`src/hw/rtl/bbw_pkg.sv`:
```
// ----------------------------------------------------------------------------
// bbw_pkg
// Shared types, codes and the raster op function of the blitter word datapath.
// ----------------------------------------------------------------------------
package bbw_pkg;

   localparam int MAX_PLANES = 16;
   localparam int WORD_W     = 16;
   localparam int BUF_W      = 32;
   localparam int CSR_ADDR_W = 5;
   localparam int CSR_DATA_W = 32;

   typedef enum logic [2:0] {
      REQ_PREFETCH = 3'd0,
      REQ_FIRST    = 3'd1,
      REQ_MIDDLE   = 3'd2,
      REQ_LAST     = 3'd3,
      REQ_ONLY     = 3'd4
   } req_code_type;

   typedef enum logic [2:0] {
      REG_SKEW      = 3'd0,
      REG_DST_START = 3'd1,
      REG_DST_END   = 3'd2,
      REG_DIRECTION = 3'd3,
      REG_OP_TABLE  = 3'd4,
      REG_FG_COLOUR = 3'd5,
      REG_BG_COLOUR = 3'd6
   } reg_index_type;

   typedef enum logic [3:0] {
      ROP_CLEAR    = 4'd0,
      ROP_AND      = 4'd1,
      ROP_AND_REV  = 4'd2,
      ROP_COPY     = 4'd3,
      ROP_AND_INV  = 4'd4,
      ROP_NOOP     = 4'd5,
      ROP_XOR      = 4'd6,
      ROP_OR       = 4'd7,
      ROP_NOR      = 4'd8,
      ROP_EQUIV    = 4'd9,
      ROP_INVERT   = 4'd10,
      ROP_OR_REV   = 4'd11,
      ROP_COPY_INV = 4'd12,
      ROP_OR_INV   = 4'd13,
      ROP_NAND     = 4'd14,
      ROP_SET      = 4'd15
   } rop_code_type;

   typedef struct packed {
      logic [3:0]        skew;
      logic [3:0]        dst_start_bit;
      logic [3:0]        dst_end_bit;
      logic              direction;
      logic [WORD_W-1:0] op_table;
      logic [WORD_W-1:0] fg_colour;
      logic [WORD_W-1:0] bg_colour;
   } cfg_type;

   typedef struct packed {
      logic [2:0]        req_type;
      logic [WORD_W-1:0] src_word;
      logic [WORD_W-1:0] dst_word;
      logic [3:0]        plane;
   } word_item_type;

   typedef struct packed {
      logic              has_result;
      logic [WORD_W-1:0] result_word;
      logic              end_of_line;
   } path_out_type;

   localparam logic [3:0]        SKEW_RST      = 4'd0;
   localparam logic [3:0]        DST_START_RST = 4'd0;
   localparam logic [3:0]        DST_END_RST   = 4'd15;
   localparam logic              DIRECTION_RST = 1'b0;
   localparam logic [WORD_W-1:0] OP_TABLE_RST  = 16'h3333;
   localparam logic [WORD_W-1:0] COLOUR_RST    = 16'h0000;

   function automatic logic [WORD_W-1:0] raster_op(input logic [3:0] code,
                                                   input logic [WORD_W-1:0] s,
                                                   input logic [WORD_W-1:0] d);
      logic [WORD_W-1:0] r;
      case (rop_code_type'(code))
         ROP_CLEAR:    r = '0;
         ROP_AND:      r = s & d;
         ROP_AND_REV:  r = s & ~d;
         ROP_COPY:     r = s;
         ROP_AND_INV:  r = ~s & d;
         ROP_NOOP:     r = d;
         ROP_XOR:      r = s ^ d;
         ROP_OR:       r = s | d;
         ROP_NOR:      r = ~(s | d);
         ROP_EQUIV:    r = ~(s ^ d);
         ROP_INVERT:   r = ~d;
         ROP_OR_REV:   r = s | ~d;
         ROP_COPY_INV: r = ~s;
         ROP_OR_INV:   r = ~s | d;
         ROP_NAND:     r = ~(s & d);
         default:      r = '1;
      endcase
      return r;
   endfunction

endpackage

```
`src/hw/rtl/bbw_if.sv`:
```
// ----------------------------------------------------------------------------
// bbw_req_if / bbw_rsp_if
// Valid/ready word channels into and out of the blitter word datapath.
// ----------------------------------------------------------------------------
interface bbw_req_if;
   import bbw_pkg::*;
   logic              valid;
   logic              ready;
   logic [2:0]        req_type;
   logic [WORD_W-1:0] src_word;
   logic [WORD_W-1:0] dst_word;
   logic [3:0]        plane;

   modport source (output valid, output req_type, output src_word, output dst_word,
                   output plane, input ready);
   modport sink   (input valid, input req_type, input src_word, input dst_word,
                   input plane, output ready);
endinterface

interface bbw_rsp_if;
   import bbw_pkg::*;
   logic              valid;
   logic              ready;
   logic [WORD_W-1:0] result_word;
   logic              end_of_line;

   modport source (output valid, output result_word, output end_of_line, input ready);
   modport sink   (input valid, input result_word, input end_of_line, output ready);
endinterface

```
`src/hw/rtl/bbw_csr.sv`:
```
// ----------------------------------------------------------------------------
// bbw_csr
// APB-style configuration registers: skew, end mask bits, direction, op table
// and colours.
// ----------------------------------------------------------------------------
module bbw_csr import bbw_pkg::*; (
   input  logic                  clock,
   input  logic                  reset,
   input  logic                  csr_psel,
   input  logic                  csr_penable,
   input  logic                  csr_pwrite,
   input  logic [CSR_ADDR_W-1:0] csr_paddr,
   input  logic [CSR_DATA_W-1:0] csr_pwdata,
   output logic [CSR_DATA_W-1:0] csr_prdata,
   output logic                  csr_pready,
   output cfg_type               cfg
);

   cfg_type       cfg_ff;
   cfg_type       cfg_in;
   logic          wr_en;
   reg_index_type reg_idx;

   assign wr_en      = csr_psel && csr_penable && csr_pwrite;
   assign reg_idx    = reg_index_type'(csr_paddr[CSR_ADDR_W-1:2]);
   assign csr_pready = 1'b1;
   assign cfg        = cfg_ff;

   always_comb begin
      cfg_in = cfg_ff;
      if (wr_en) begin
         case (reg_idx)
            REG_SKEW:      cfg_in.skew          = csr_pwdata[3:0];
            REG_DST_START: cfg_in.dst_start_bit = csr_pwdata[3:0];
            REG_DST_END:   cfg_in.dst_end_bit   = csr_pwdata[3:0];
            REG_DIRECTION: cfg_in.direction     = csr_pwdata[0];
            REG_OP_TABLE:  cfg_in.op_table      = csr_pwdata[WORD_W-1:0];
            REG_FG_COLOUR: cfg_in.fg_colour     = csr_pwdata[WORD_W-1:0];
            REG_BG_COLOUR: cfg_in.bg_colour     = csr_pwdata[WORD_W-1:0];
            default:       cfg_in = cfg_ff;
         endcase
      end
   end

   always_comb begin
      csr_prdata = '0;
      case (reg_idx)
         REG_SKEW:      csr_prdata[3:0]        = cfg_ff.skew;
         REG_DST_START: csr_prdata[3:0]        = cfg_ff.dst_start_bit;
         REG_DST_END:   csr_prdata[3:0]        = cfg_ff.dst_end_bit;
         REG_DIRECTION: csr_prdata[0]          = cfg_ff.direction;
         REG_OP_TABLE:  csr_prdata[WORD_W-1:0] = cfg_ff.op_table;
         REG_FG_COLOUR: csr_prdata[WORD_W-1:0] = cfg_ff.fg_colour;
         REG_BG_COLOUR: csr_prdata[WORD_W-1:0] = cfg_ff.bg_colour;
         default:       csr_prdata = '0;
      endcase
   end

   always_ff @(posedge clock) begin
      if (reset) begin
         cfg_ff.skew          <= SKEW_RST;
         cfg_ff.dst_start_bit <= DST_START_RST;
         cfg_ff.dst_end_bit   <= DST_END_RST;
         cfg_ff.direction     <= DIRECTION_RST;
         cfg_ff.op_table      <= OP_TABLE_RST;
         cfg_ff.fg_colour     <= COLOUR_RST;
         cfg_ff.bg_colour     <= COLOUR_RST;
      end else begin
         cfg_ff <= cfg_in;
      end
   end

endmodule

```
`src/hw/rtl/bbw_word_path.sv`:
```
// ----------------------------------------------------------------------------
// bbw_word_path
// Shift buffer, skew shift, op selection, raster op and end masking for one
// staged word.
// ----------------------------------------------------------------------------
module bbw_word_path import bbw_pkg::*; (
   input  logic          clock,
   input  logic          reset,
   input  cfg_type       cfg,
   input  word_item_type item,
   input  logic          commit,
   output path_out_type  path_out
);

   logic [BUF_W-1:0]  buf_ff;
   logic [BUF_W-1:0]  buf_in;
   logic              prefetched_ff;
   logic              prefetched_in;
   logic [WORD_W-1:0] lmask;
   logic [WORD_W-1:0] rmask;
   logic [WORD_W-1:0] mask;
   logic [1:0]        op_idx;
   logic [3:0]        op_code;
   logic [BUF_W-1:0]  shifted;
   logic [WORD_W-1:0] src_op;
   logic [WORD_W-1:0] op_res;
   logic [BUF_W-1:0]  src_lo;
   logic [BUF_W-1:0]  src_hi;
   logic              rtl;
   logic              has_res;
   logic              eol;

   assign rtl    = cfg.direction;
   assign src_lo = {{(BUF_W-WORD_W){1'b0}}, item.src_word};
   assign src_hi = {item.src_word, {(BUF_W-WORD_W){1'b0}}};
   assign lmask  = 16'hffff >> cfg.dst_start_bit;
   assign rmask  = ~(16'h7fff >> cfg.dst_end_bit);

   always_comb begin
      buf_in        = buf_ff;
      prefetched_in = prefetched_ff;
      mask          = '1;
      has_res       = 1'b0;
      eol           = 1'b0;
      case (req_code_type'(item.req_type))
         REQ_PREFETCH: begin
            buf_in        = rtl ? src_lo : src_hi;
            prefetched_in = 1'b1;
         end
         REQ_FIRST: begin
            buf_in        = (prefetched_ff ? buf_ff : '0) | (rtl ? src_hi : src_lo);
            prefetched_in = 1'b0;
            mask          = rtl ? rmask : lmask;
            has_res       = 1'b1;
         end
         REQ_ONLY: begin
            buf_in        = (prefetched_ff ? buf_ff : '0) | (rtl ? src_hi : src_lo);
            prefetched_in = 1'b0;
            mask          = lmask & rmask;
            has_res       = 1'b1;
            eol           = 1'b1;
         end
         REQ_MIDDLE: begin
            buf_in = rtl ? ((buf_ff >> WORD_W) | src_hi) : ((buf_ff << WORD_W) | src_lo);
            has_res = 1'b1;
         end
         REQ_LAST: begin
            buf_in = rtl ? ((buf_ff >> WORD_W) | src_hi) : ((buf_ff << WORD_W) | src_lo);
            mask   = rtl ? lmask : rmask;
            has_res = 1'b1;
            eol     = 1'b1;
         end
         default: begin
            buf_in        = buf_ff;
            prefetched_in = prefetched_ff;
         end
      endcase
   end

   always_comb begin
      op_idx = 2'b00;
      if (int'(item.plane) < MAX_PLANES) begin
         op_idx = {cfg.fg_colour[item.plane], cfg.bg_colour[item.plane]};
      end
   end

   assign op_code = cfg.op_table[{op_idx, 2'b00} +: 4];
   assign shifted = buf_in >> cfg.skew;
   assign src_op  = shifted[WORD_W-1:0];
   assign op_res  = raster_op(op_code, src_op, item.dst_word);
   assign path_out.has_result  = has_res;
   assign path_out.end_of_line = eol;
   assign path_out.result_word = (item.dst_word & ~mask) | (op_res & mask);

   always_ff @(posedge clock) begin
      if (reset) begin
         buf_ff        <= '0;
         prefetched_ff <= 1'b0;
      end else if (commit) begin
         buf_ff        <= buf_in;
         prefetched_ff <= prefetched_in;
      end
   end

endmodule

```
`src/hw/rtl/bitblt_word_datapath.sv`:
```
// ----------------------------------------------------------------------------
// bitblt_word_datapath
// Word datapath of a bitplane blitter: input register, shift and raster op,
// result register, APB configuration registers.
// ----------------------------------------------------------------------------
// An accepted word is held in the input register, its result in the result
// register. Throughput: one word per cycle while the receiver does not stall,
// set by the single pass from the input register through shift, op and mask
// into the result register.
// Reset clears the shift buffer, the prefetch flag and both valid flags, and
// returns the configuration registers to their reset values.
module bitblt_word_datapath import bbw_pkg::*; (
   input  logic                  clock,
   input  logic                  reset,
   bbw_req_if.sink               req_if,
   bbw_rsp_if.source             rsp_if,
   input  logic                  csr_psel,
   input  logic                  csr_penable,
   input  logic                  csr_pwrite,
   input  logic [CSR_ADDR_W-1:0] csr_paddr,
   input  logic [CSR_DATA_W-1:0] csr_pwdata,
   output logic [CSR_DATA_W-1:0] csr_prdata,
   output logic                  csr_pready
);

   cfg_type           cfg;
   word_item_type     s1_item_ff;
   logic              s1_valid_ff;
   logic              s1_valid_in;
   path_out_type      path_out;
   logic              s1_fire;
   logic              advance;
   logic              rsp_valid_ff;
   logic              rsp_valid_in;
   logic [WORD_W-1:0] rsp_word_ff;
   logic              rsp_eol_ff;
   logic              req_fire;

   bbw_csr u_csr (
      .clock       (clock),
      .reset       (reset),
      .csr_psel    (csr_psel),
      .csr_penable (csr_penable),
      .csr_pwrite  (csr_pwrite),
      .csr_paddr   (csr_paddr),
      .csr_pwdata  (csr_pwdata),
      .csr_prdata  (csr_prdata),
      .csr_pready  (csr_pready),
      .cfg         (cfg)
   );

   bbw_word_path u_path (
      .clock    (clock),
      .reset    (reset),
      .cfg      (cfg),
      .item     (s1_item_ff),
      .commit   (s1_fire),
      .path_out (path_out)
   );

   assign advance      = !rsp_valid_ff || rsp_if.ready;
   assign s1_fire      = s1_valid_ff && (advance || !path_out.has_result);
   assign req_if.ready = !s1_valid_ff || s1_fire;
   assign req_fire     = req_if.valid && req_if.ready;

   assign s1_valid_in  = req_fire ? 1'b1 : (s1_fire ? 1'b0 : s1_valid_ff);
   assign rsp_valid_in = (s1_fire && path_out.has_result) ? 1'b1 :
                         (rsp_if.ready ? 1'b0 : rsp_valid_ff);

   assign rsp_if.valid       = rsp_valid_ff;
   assign rsp_if.result_word = rsp_word_ff;
   assign rsp_if.end_of_line = rsp_eol_ff;

   always_ff @(posedge clock) begin
      if (reset) begin
         s1_valid_ff  <= 1'b0;
         rsp_valid_ff <= 1'b0;
      end else begin
         s1_valid_ff  <= s1_valid_in;
         rsp_valid_ff <= rsp_valid_in;
      end
   end

   always_ff @(posedge clock) begin
      if (req_fire) begin
         s1_item_ff.req_type <= req_if.req_type;
         s1_item_ff.src_word <= req_if.src_word;
         s1_item_ff.dst_word <= req_if.dst_word;
         s1_item_ff.plane    <= req_if.plane;
      end
      if (s1_fire && path_out.has_result) begin
         rsp_word_ff <= path_out.result_word;
         rsp_eol_ff  <= path_out.end_of_line;
      end
   end

endmodule

```
`src/flat_wrapper.sv`:
```
// flat-port wrapper written by rule: the top's interface ports become plain ports
module bitblt_word_datapath_flat import bbw_pkg::*;
  (clock, reset, csr_psel, csr_penable, csr_pwrite, csr_paddr, csr_pwdata, csr_prdata, csr_pready, req_if_valid, req_if_req_type, req_if_src_word, req_if_dst_word, req_if_plane, req_if_ready, rsp_if_valid, rsp_if_result_word, rsp_if_end_of_line, rsp_if_ready);
  bbw_req_if req_if_i ();
  bbw_rsp_if rsp_if_i ();
  input  logic clock;
  input  logic reset;
  input  logic csr_psel;
  input  logic csr_penable;
  input  logic csr_pwrite;
  input  logic [CSR_ADDR_W-1:0] csr_paddr;
  input  logic [CSR_DATA_W-1:0] csr_pwdata;
  output logic [CSR_DATA_W-1:0] csr_prdata;
  output logic csr_pready;
  input wire logic [$bits(req_if_i.valid)-1:0] req_if_valid;
  input wire logic [$bits(req_if_i.req_type)-1:0] req_if_req_type;
  input wire logic [$bits(req_if_i.src_word)-1:0] req_if_src_word;
  input wire logic [$bits(req_if_i.dst_word)-1:0] req_if_dst_word;
  input wire logic [$bits(req_if_i.plane)-1:0] req_if_plane;
  output wire logic [$bits(req_if_i.ready)-1:0] req_if_ready;
  output wire logic [$bits(rsp_if_i.valid)-1:0] rsp_if_valid;
  output wire logic [$bits(rsp_if_i.result_word)-1:0] rsp_if_result_word;
  output wire logic [$bits(rsp_if_i.end_of_line)-1:0] rsp_if_end_of_line;
  input wire logic [$bits(rsp_if_i.ready)-1:0] rsp_if_ready;
  assign req_if_i.valid = req_if_valid;
  assign req_if_i.req_type = req_if_req_type;
  assign req_if_i.src_word = req_if_src_word;
  assign req_if_i.dst_word = req_if_dst_word;
  assign req_if_i.plane = req_if_plane;
  assign req_if_ready = req_if_i.ready;
  assign rsp_if_valid = rsp_if_i.valid;
  assign rsp_if_result_word = rsp_if_i.result_word;
  assign rsp_if_end_of_line = rsp_if_i.end_of_line;
  assign rsp_if_i.ready = rsp_if_ready;
  bitblt_word_datapath u_core (.clock(clock), .reset(reset), .req_if(req_if_i), .rsp_if(rsp_if_i), .csr_psel(csr_psel), .csr_penable(csr_penable), .csr_pwrite(csr_pwrite), .csr_paddr(csr_paddr), .csr_pwdata(csr_pwdata), .csr_prdata(csr_prdata), .csr_pready(csr_pready));
endmodule
```
`config.mk`:
```
export PLATFORM = sky130hd
export DESIGN_NAME = bitblt_word_datapath_flat
export DESIGN_NICKNAME = d
export VERILOG_FILES = /design/src/hw/rtl/bbw_pkg.sv /design/src/hw/rtl/bbw_if.sv /design/src/hw/rtl/bbw_csr.sv /design/src/hw/rtl/bbw_word_path.sv /design/src/hw/rtl/bitblt_word_datapath.sv /design/src/flat_wrapper.sv
export SDC_FILE = /design/constraint.sdc
export NUM_CORES = 1
export LEC_CHECK = 0
export BUFFER_PORTS_ARGS = -buffer_cell sky130_fd_sc_hd__buf_2
export CAP_MARGIN = 20
export CORE_MARGIN = 2
export CORE_UTILIZATION = 55
export CTS_CLUSTER_SIZE = 24
export DETAILED_ROUTE_END_ITERATION = 16
export PLACE_DENSITY_LB_ADDON = 0.08
export RECOVER_POWER = 25
export SLEW_MARGIN = 20
export SYNTH_ARGS = -nofsm -noshare
export SYNTH_HDL_FRONTEND = slang
export SYNTH_SLANG_ARGS = --single-unit
```
`constraint.sdc`:
```
create_clock -name clock -period 7.35 [get_ports clock]
set_clock_uncertainty 0.1 [all_clocks]
set_input_delay 1.47 -clock clock [delete_from_list [all_inputs] [get_ports clock]]
set_output_delay 1.47 -clock clock [all_outputs]
set_load 0.05 [all_outputs]
```
==> results.md, run 1 <==
- Status: finished with violations
- Failing checks: max-capacitance violations, max-slew violations
- Post-synth cell types: 97
- Slowest stage cell, crit path: clkbuf_1
- Die W: 157 um
- Setup repair bufs after CTS: 0
- Setup TNS Final: 0 ns
- Drt wl/cell: 21.5 um
- Syn. warnings: 0
- Largest net degree at the start of global routing: 97
- Crit-path cells: clkbuf_1 > nor2b_1 > a221oi_1 > o22ai_1 > buf_2
- Slew headroom: -1.34%
- Drt pass-1 iters: 9
- Worst Path Max Fanout: 27
- Crit path buf inv count: 2
- Area of the multi-input gates: 8300 um^2
- Clock root cell: clkbuf_16
- Fill cells: 2053
- RSZ-0062 raised after global routing: false
- CTS tree: done
- Fmax: 173 MHz
- Slowest stage delay, CP: 1.08 ns
- Cell area after synthesis: 12800 um^2
- # hold bufs at CTS: 0
- Final Util: 60.4%
- Routability cong.: 1.01
- Die area: 24500 um^2
- Top-count cell post-synth: nor2_1
- Most instantiated cells after synthesis: 184 x nor2_1, 160 x nand2_1, 137 x a21oi_1
- Via count: 12600
- ANT cells: 0
- Endpoint class of the critical path: output pin
- Largest cells by area after synthesis: dfxtp_1 15%, edfxtp_1 13%, mux2i_1 6.7%
- Post-synth ARST share: 0%
- Power Dens Cells: 169 nW/um^2
- Synthesized instance count: 1568
- Initial core utilization: 56.3%
- Final net count: 1722
- CTS clk-pin slew, worst paths: 0.07 ns
- WP data arrival: 4.22 ns
- Yosys top cell area share: 15.0%
- Core ar.: 22700 um^2
- PostCTS Resize Cnt: 0
- CP Depth: 5
- Max-cap violations: 1
- Kind of critical path: input pin to output pin
- #FFs+latches synth: 152
- Crit path required time: 5.78 ns
- Vias per inst: 6.75
- Detailed router's first-iteration violation count: 1458
- GRT Total Usage: 32.7%
- DRC Markers: 0
- Min-delay worst type: flop to flop
- Synth area leader: dfxtp_1
- CTS Buf Count: 17
- Worst skew pair latency: 0.44 ns
- Setup violators final: 0
- Clock tree buffer depth: 2
- I/O Pins: 135
- Sequential area share after synthesis: 28.2%
- Startpoint Class: input pin
- Peak supply drop: 0.243 mV
- Total Routed Length: 40.2 mm
- First-pass GRT wire length: 63.8 mm
- Slew at the pin closest to its max-slew limit: 1.52 ns
- TritonCTS Sinks: 152
- Vias in the first global route: 11700
- Htree depth: 4
- Share of cells above drive strength 1: 13.2%
- Placed wire-length estimate: 28.0 mm
- Row count: 55
- P_leak: 0.00522 uW
- Max Transition Viols Final: 28
- Crit path max-delay family: buffers and inverters
- Congestion Overflow GR: 0
- Worst Hold Depth: 2
- Die Y: 157 um
- Port Buf Inserts: 99
- Final hold violation count: 0
- Area Overhead vs Synth: 7.28%
- Fin crit period: 5.79 ns
- EDFF count, synth: 56
- Initial antenna violation count: 0
- Main synth FF type: dfxtp_1
- DRT antenna net count: 0
- Reg area: 3600 um^2
- R2R depth: 16
- Mean Syn Cell Area: 8.16 um^2
- Final Cycle Share: 78.8%
==> routing by layer <==
metal	track usage, %	part of all wire, %	up-vias
li1	-	-	5870
met2	50.1	44	670
met3	5.57	8.9	87
met4	12.6	3.3	0
met5	0	0	-
met1	46.0	44	6018
==> worst reg2reg max path: cells and delay by family (launching register included) <==
family	cells	cell delay (ns)
AND/OR/NAND/NOR	3	1.20
buffers and inverters	2	0.63
flip-flops	1	0.62
AO/OA/AOI/OAI	9	2.14
multiplexers	1	0.32
adder cells (fa/ha/maj)	1	0.23
==> stage by stage <==
stage	power [uW]	instance area (um^2)	cells	hold slack (ns)	setup WS (ns)
after global routing	2400	13700	1873	0.407	1.43
after detailed placement	1420	13200	1841	0.367	2.23
after floorplan	1300	12800	1583	0.346	2.29
after global placement	1420	13200	1841	0.355	2.25
after CTS	2320	13700	1873	0.377	2.21
final	2310	13700	1873	0.375	1.56
==> layout by cell type, fill, tap and decap left out, types with 18 or more instances in the layout <==
| cell type | synthesis | routed |
|---|---|---|
| nand3_1 | 39 | 39 |
| a22oi_1 | 37 | 37 |
| mux4_2 | 23 | 23 |
| a221o_1 | 23 | 23 |
| a21oi_1 | 137 | 136 |
| edfxtp_1 | 56 | 56 |
| nor3_1 | 33 | 32 |
| mux2i_1 | 85 | 85 |
| o22ai_1 | 27 | 27 |
| buf_4 | 22 | 21 |
| dfxtp_1 | 96 | 95 |
| nand2_1 | 160 | 160 |
| buf_2 | 30 | 82 |
| inv_1 | 58 | 58 |
| a221oi_1 | 21 | 21 |
| o21ai_0 | 66 | 66 |
| clkbuf_1 | 77 | 18 |
| nor2_1 | 184 | 184 |
| ha_1 | 64 | 64 |
==> kinds of logic after synthesis <==
kind of cell,after synthesis,synth area share [%]
and+or+nand+nor,509,18.3
AOI/OAI and AO/OA,507,27.6
buffers and inverters,212,7.63
DFF,152,28.2
muxes,120,11.9
adders and majority gates,64,6.26
other,2,0.0587
xor gates and xnor gates,2,0.137
==> sequential cells by signal (all words and copies together), names as in the netlist, named ones only <==
register                     flops
u_core.u_path.prefetched_ff      1
u_core.rsp_if.valid              1
u_core.u_csr.cfg                61
u_core.s1_item_ff               39
u_core.rsp_if.end_of_line        1
u_core.rsp_if.result_word       16
u_core.u_path.buf_ff            31
u_core.s1_valid_ff               1
==> area by class of cell <==
| cell class | instances | share of cell area (%) |
|---|---|---|
| inverter | 64 | 1.75 |
| clock inverter | 14 | 1.11 |
| multi-input combinational | 1219 | 60.4 |
| clock buffer | 18 | 3.20 |
| sequential | 152 | 26.3 |
| tap | 285 | 2.60 |
| timing repair buffer | 121 | 4.63 |
==> worst paths after layout <==
path | from | endpoint | slack, ns
worst max-delay path | csr_paddr[3] | csr_prdata[3] | 1.56
worst min-delay path | u_core.u_csr.cfg[28] | u_core.u_csr.cfg[28] | 0.38
worst max register to register | u_core.s1_item_ff[36] | u_core.rsp_if.result_word[2] | 1.84
worst min register to register | u_core.u_csr.cfg[28] | u_core.u_csr.cfg[28] | 0.38
==> power breakdown <==
part,internal (uW),switching (uW)
registers,905,36.7
logic,160,314
clock network,465,435
total,1530,786
(Power assumes the default switching activity.)
==> inputs of run 2 (changes only) <==
clock period = 5.6 ns   (was 7.35 ns; I/O delays follow)
==> run 2 against run 1 <==
- non-clock buffer count increased by 20
- power is 32% higher
- combinational power up 35%
- core utilization is 0.67 points higher
- worst setup slack lost 0.75 ns
- the run still ends with max-capacitance violations, max-slew violations left
- routed wire length rose by 2.1%
- largest cell class unchanged
- clock-buffer cell count down 1
- highest routed layer unchanged
- sequential share of layout area shrank 0.29 points
- critical path depth increased by 8
==> results.md, run 2 (same netlist as run 1, synthesis figures left out) <==
- Min-delay src: u_core.u_csr.cfg[22]
- Sw Share: 34.4% (+0.47 points)
- Placed wire-length estimate: 28.8 mm (+3.0%)
- Fin crit period: 4.79 ns
- DRC Markers: 0 (unchanged)
- Setup repair bufs after CTS: 0 (unchanged)
- Area Overhead vs Synth: 8.46%
- Core ar.: 22700 um^2 (unchanged)
- Seq pwr share: 40.4% (-0.3 points)
- Reg-to-reg slack, setup: 0.81 ns (-1.03 ns)
- Final net count: 1742 (+1.2%)
- RSZ-0062 raised after global routing: false
- Congestion Overflow GR: 0 (unchanged)
- Switch Pwr: 1050 uW (+34%)
- Final hold violation count: 0 (unchanged)
- Min-delay worst type: flop to flop
- Final Util: 61.1% (+0.67 points)
- Fin area: 13900 um^2 (+1.1%)
- Initial core utilization: 56.3% (unchanged)
- WHS Endpoint: u_core.u_csr.cfg[22]
- Vias per inst: 6.76 (+0.13%)
- Status: finished with violations
- # hold bufs at CTS: 0 (unchanged)
- Setup violators final: 0 (unchanged)
- Busiest grt layer: met2
- Logic gate share of total power: 20.9% (+0.4 points)
- Worst reg2reg endpoint: u_core.rsp_if.result_word[5]
- Peak supply drop: 0.228 mV (-6.1%)
- Initial antenna violation count: 0 (unchanged)
- Slew at the pin closest to its max-slew limit: 2.61 ns (+1.09 ns)
- Clock tree buffer depth: 2 (unchanged)
- Met1 GRT Util: 46.9% (+0.85 points)
- ANT cells: 0 (unchanged)
- Htree depth: 4 (unchanged)
- Die Y: 157 um (unchanged)
- Crit path required time: 5.66 ns (-0.12 ns)
- Worst skew pair latency: 0.45 ns (about the same)
- Setup TNS Final: 0 ns (unchanged)
- Clock network fraction of total power: 38.6% (-0.3 points)
- Crit path launch: u_core.s1_item_ff[36]
- Power Dens Cells: 220 nW/um^2 (+31%)
- Drt pass-1 iters: 7 (-2)
- Vias in the first global route: 11600 (-1.1%)
- Max-cap violations: 2 (+1)
- Largest net degree at the start of global routing: 78 (-20%)
- Fin worst setup slack: 0.809 ns (-0.751 ns)
- Slew headroom: -73.8% (-72 points)
- Detailed router's first-iteration violation count: 1476 (+1.2%)
- Max reg flops: 61 (unchanged)
- M2 GR Usage: 50.1% (about the same)
- Fmax: 209 MHz
- GR Util met3: 6.81% (+1.2 points)
- Worst Path Max Fanout: 21 (-22%)
- P_leak: 0.00531 uW (+1.8%)
- TritonCTS Sinks: 152 (unchanged)
- Via count: 12800 (+1.2%)
- Die W: 157 um (unchanged)
- Share of cells above drive strength 1: 14.2% (+0.95 points)
- WP data arrival: 4.85 ns (+0.63 ns)
- Placed Instance Area: 13300 um^2 (+1.2%)
- Total Routed Length: 41.1 mm (+2.1%)
- Fill cells: 2088 (+1.7%)
- Clock root cell: clkbuf_16
- CTS clk-pin slew, worst paths: 0.08 ns (about the same)
- Port Buf Inserts: 99 (unchanged)
- Most frequent cells in the layout: 184 x nor2_1, 160 x nand2_1, 136 x a21oi_1
- CTS tree: done
- Endpoint class of the critical path: flop
- Worst r2r src: u_core.s1_item_ff[36]
- GRT Total Usage: 33.1% (+0.39 points)
- Kind of critical path: flop to flop
- Pint: 2010 uW (+31%)
- DRT antenna net count: 0 (unchanged)
- PostCTS Resize Cnt: 0 (unchanged)
- Startpoint Class: flop
- Drt wl/cell: 21.7 um (+1.0%)
- CTS Buf Count: 17 (unchanged)
- Worst Hold Depth: 2 (unchanged)
- Failing checks: max-capacitance violations, max-slew violations
- First-pass GRT wire length: 63.8 mm (-0.12%)
- Worst slack at placement: 0.903 ns (-1.33 ns)
- Die area: 24500 um^2 (unchanged)
- R2R depth: 13 (-3)
- Commonest non-fill, non-tap cell in the layout: nor2_1
- I/O Pins: 135 (unchanged)
- Max Transition Viols Final: 99 (+250%)
- Routability cong.: 0.980 (-3.2%)
- Final Cycle Share: 85.6%
- Row count: 55 (unchanged)
## run 2: metal layers
layer	wire, um	share of wire (%)	vias to the layer above
li1	-	-	5902
met1	17800	43	6038
met2	17900	44	763
met3	4100	10	93
met4	1220	3.0	0
met5	0	0	-
## run 2: power groups by stage
stage | registers, uW | logic, uW | clock network [uW]
3_5_place_dp | 1260 | 624 | 0
2_1_floorplan | 1260 | 449 | 0
3_3_place_gp | 1260 | 616 | 0
4_1_cts | 1230 | 628 | 1190
6_report | 1240 | 641 | 1180
5_1_grt | 1240 | 690 | 1230
## run 2: worst max path at each step
stage / cells past startpoint / endpoint / slack [ns]
2_1_floorplan: 6 / csr_prdata[0] / 1.24
3_3_place_gp: 13 / u_core.rsp_if.result_word[5] / 0.96
3_5_place_dp: 13 / u_core.rsp_if.result_word[5] / 0.90
4_1_cts: 13 / u_core.rsp_if.result_word[5] / 0.84
5_1_grt: 15 / u_core.rsp_if.result_word[13] / 0.64
6_report: 13 / u_core.rsp_if.result_word[5] / 0.81
## run 2: final cells by class
cell class	instances	area, um^2	area share [%]
repair buffers	141	796	5.73
clock buffers	17	425	3.07
well taps	285	357	2.57
multi-input cells	1219	8300	59.8
clock inverters	15	158	1.14
flip-flops and latches	152	3600	26.0
inverters	64	240	1.73
## run 2: critical path: stages (launching register included)
cell and delay [ns]:
edfxtp_1 0.67, buf_4 0.34, or3b_2 0.47, a221oi_1 0.30, a221o_1 0.30, mux2i_1 0.12, mux2i_1 0.22, o21ai_0 0.11
o21ai_0 0.62, ha_1 0.39, a211oi_2 0.20, a311oi_1 0.07, a2111oi_1 0.39, a32oi_1 0.20
## run 2: through the flow
step                      hold slack (ns)  instances  power, uW
after floorplan                     0.346       1583       1710
after global placement              0.356       1861       1870
after detailed placement            0.360       1861       1880
after CTS                           0.371       1893       3060
after global routing                0.392       1893       3160
final                               0.368       1893       3060
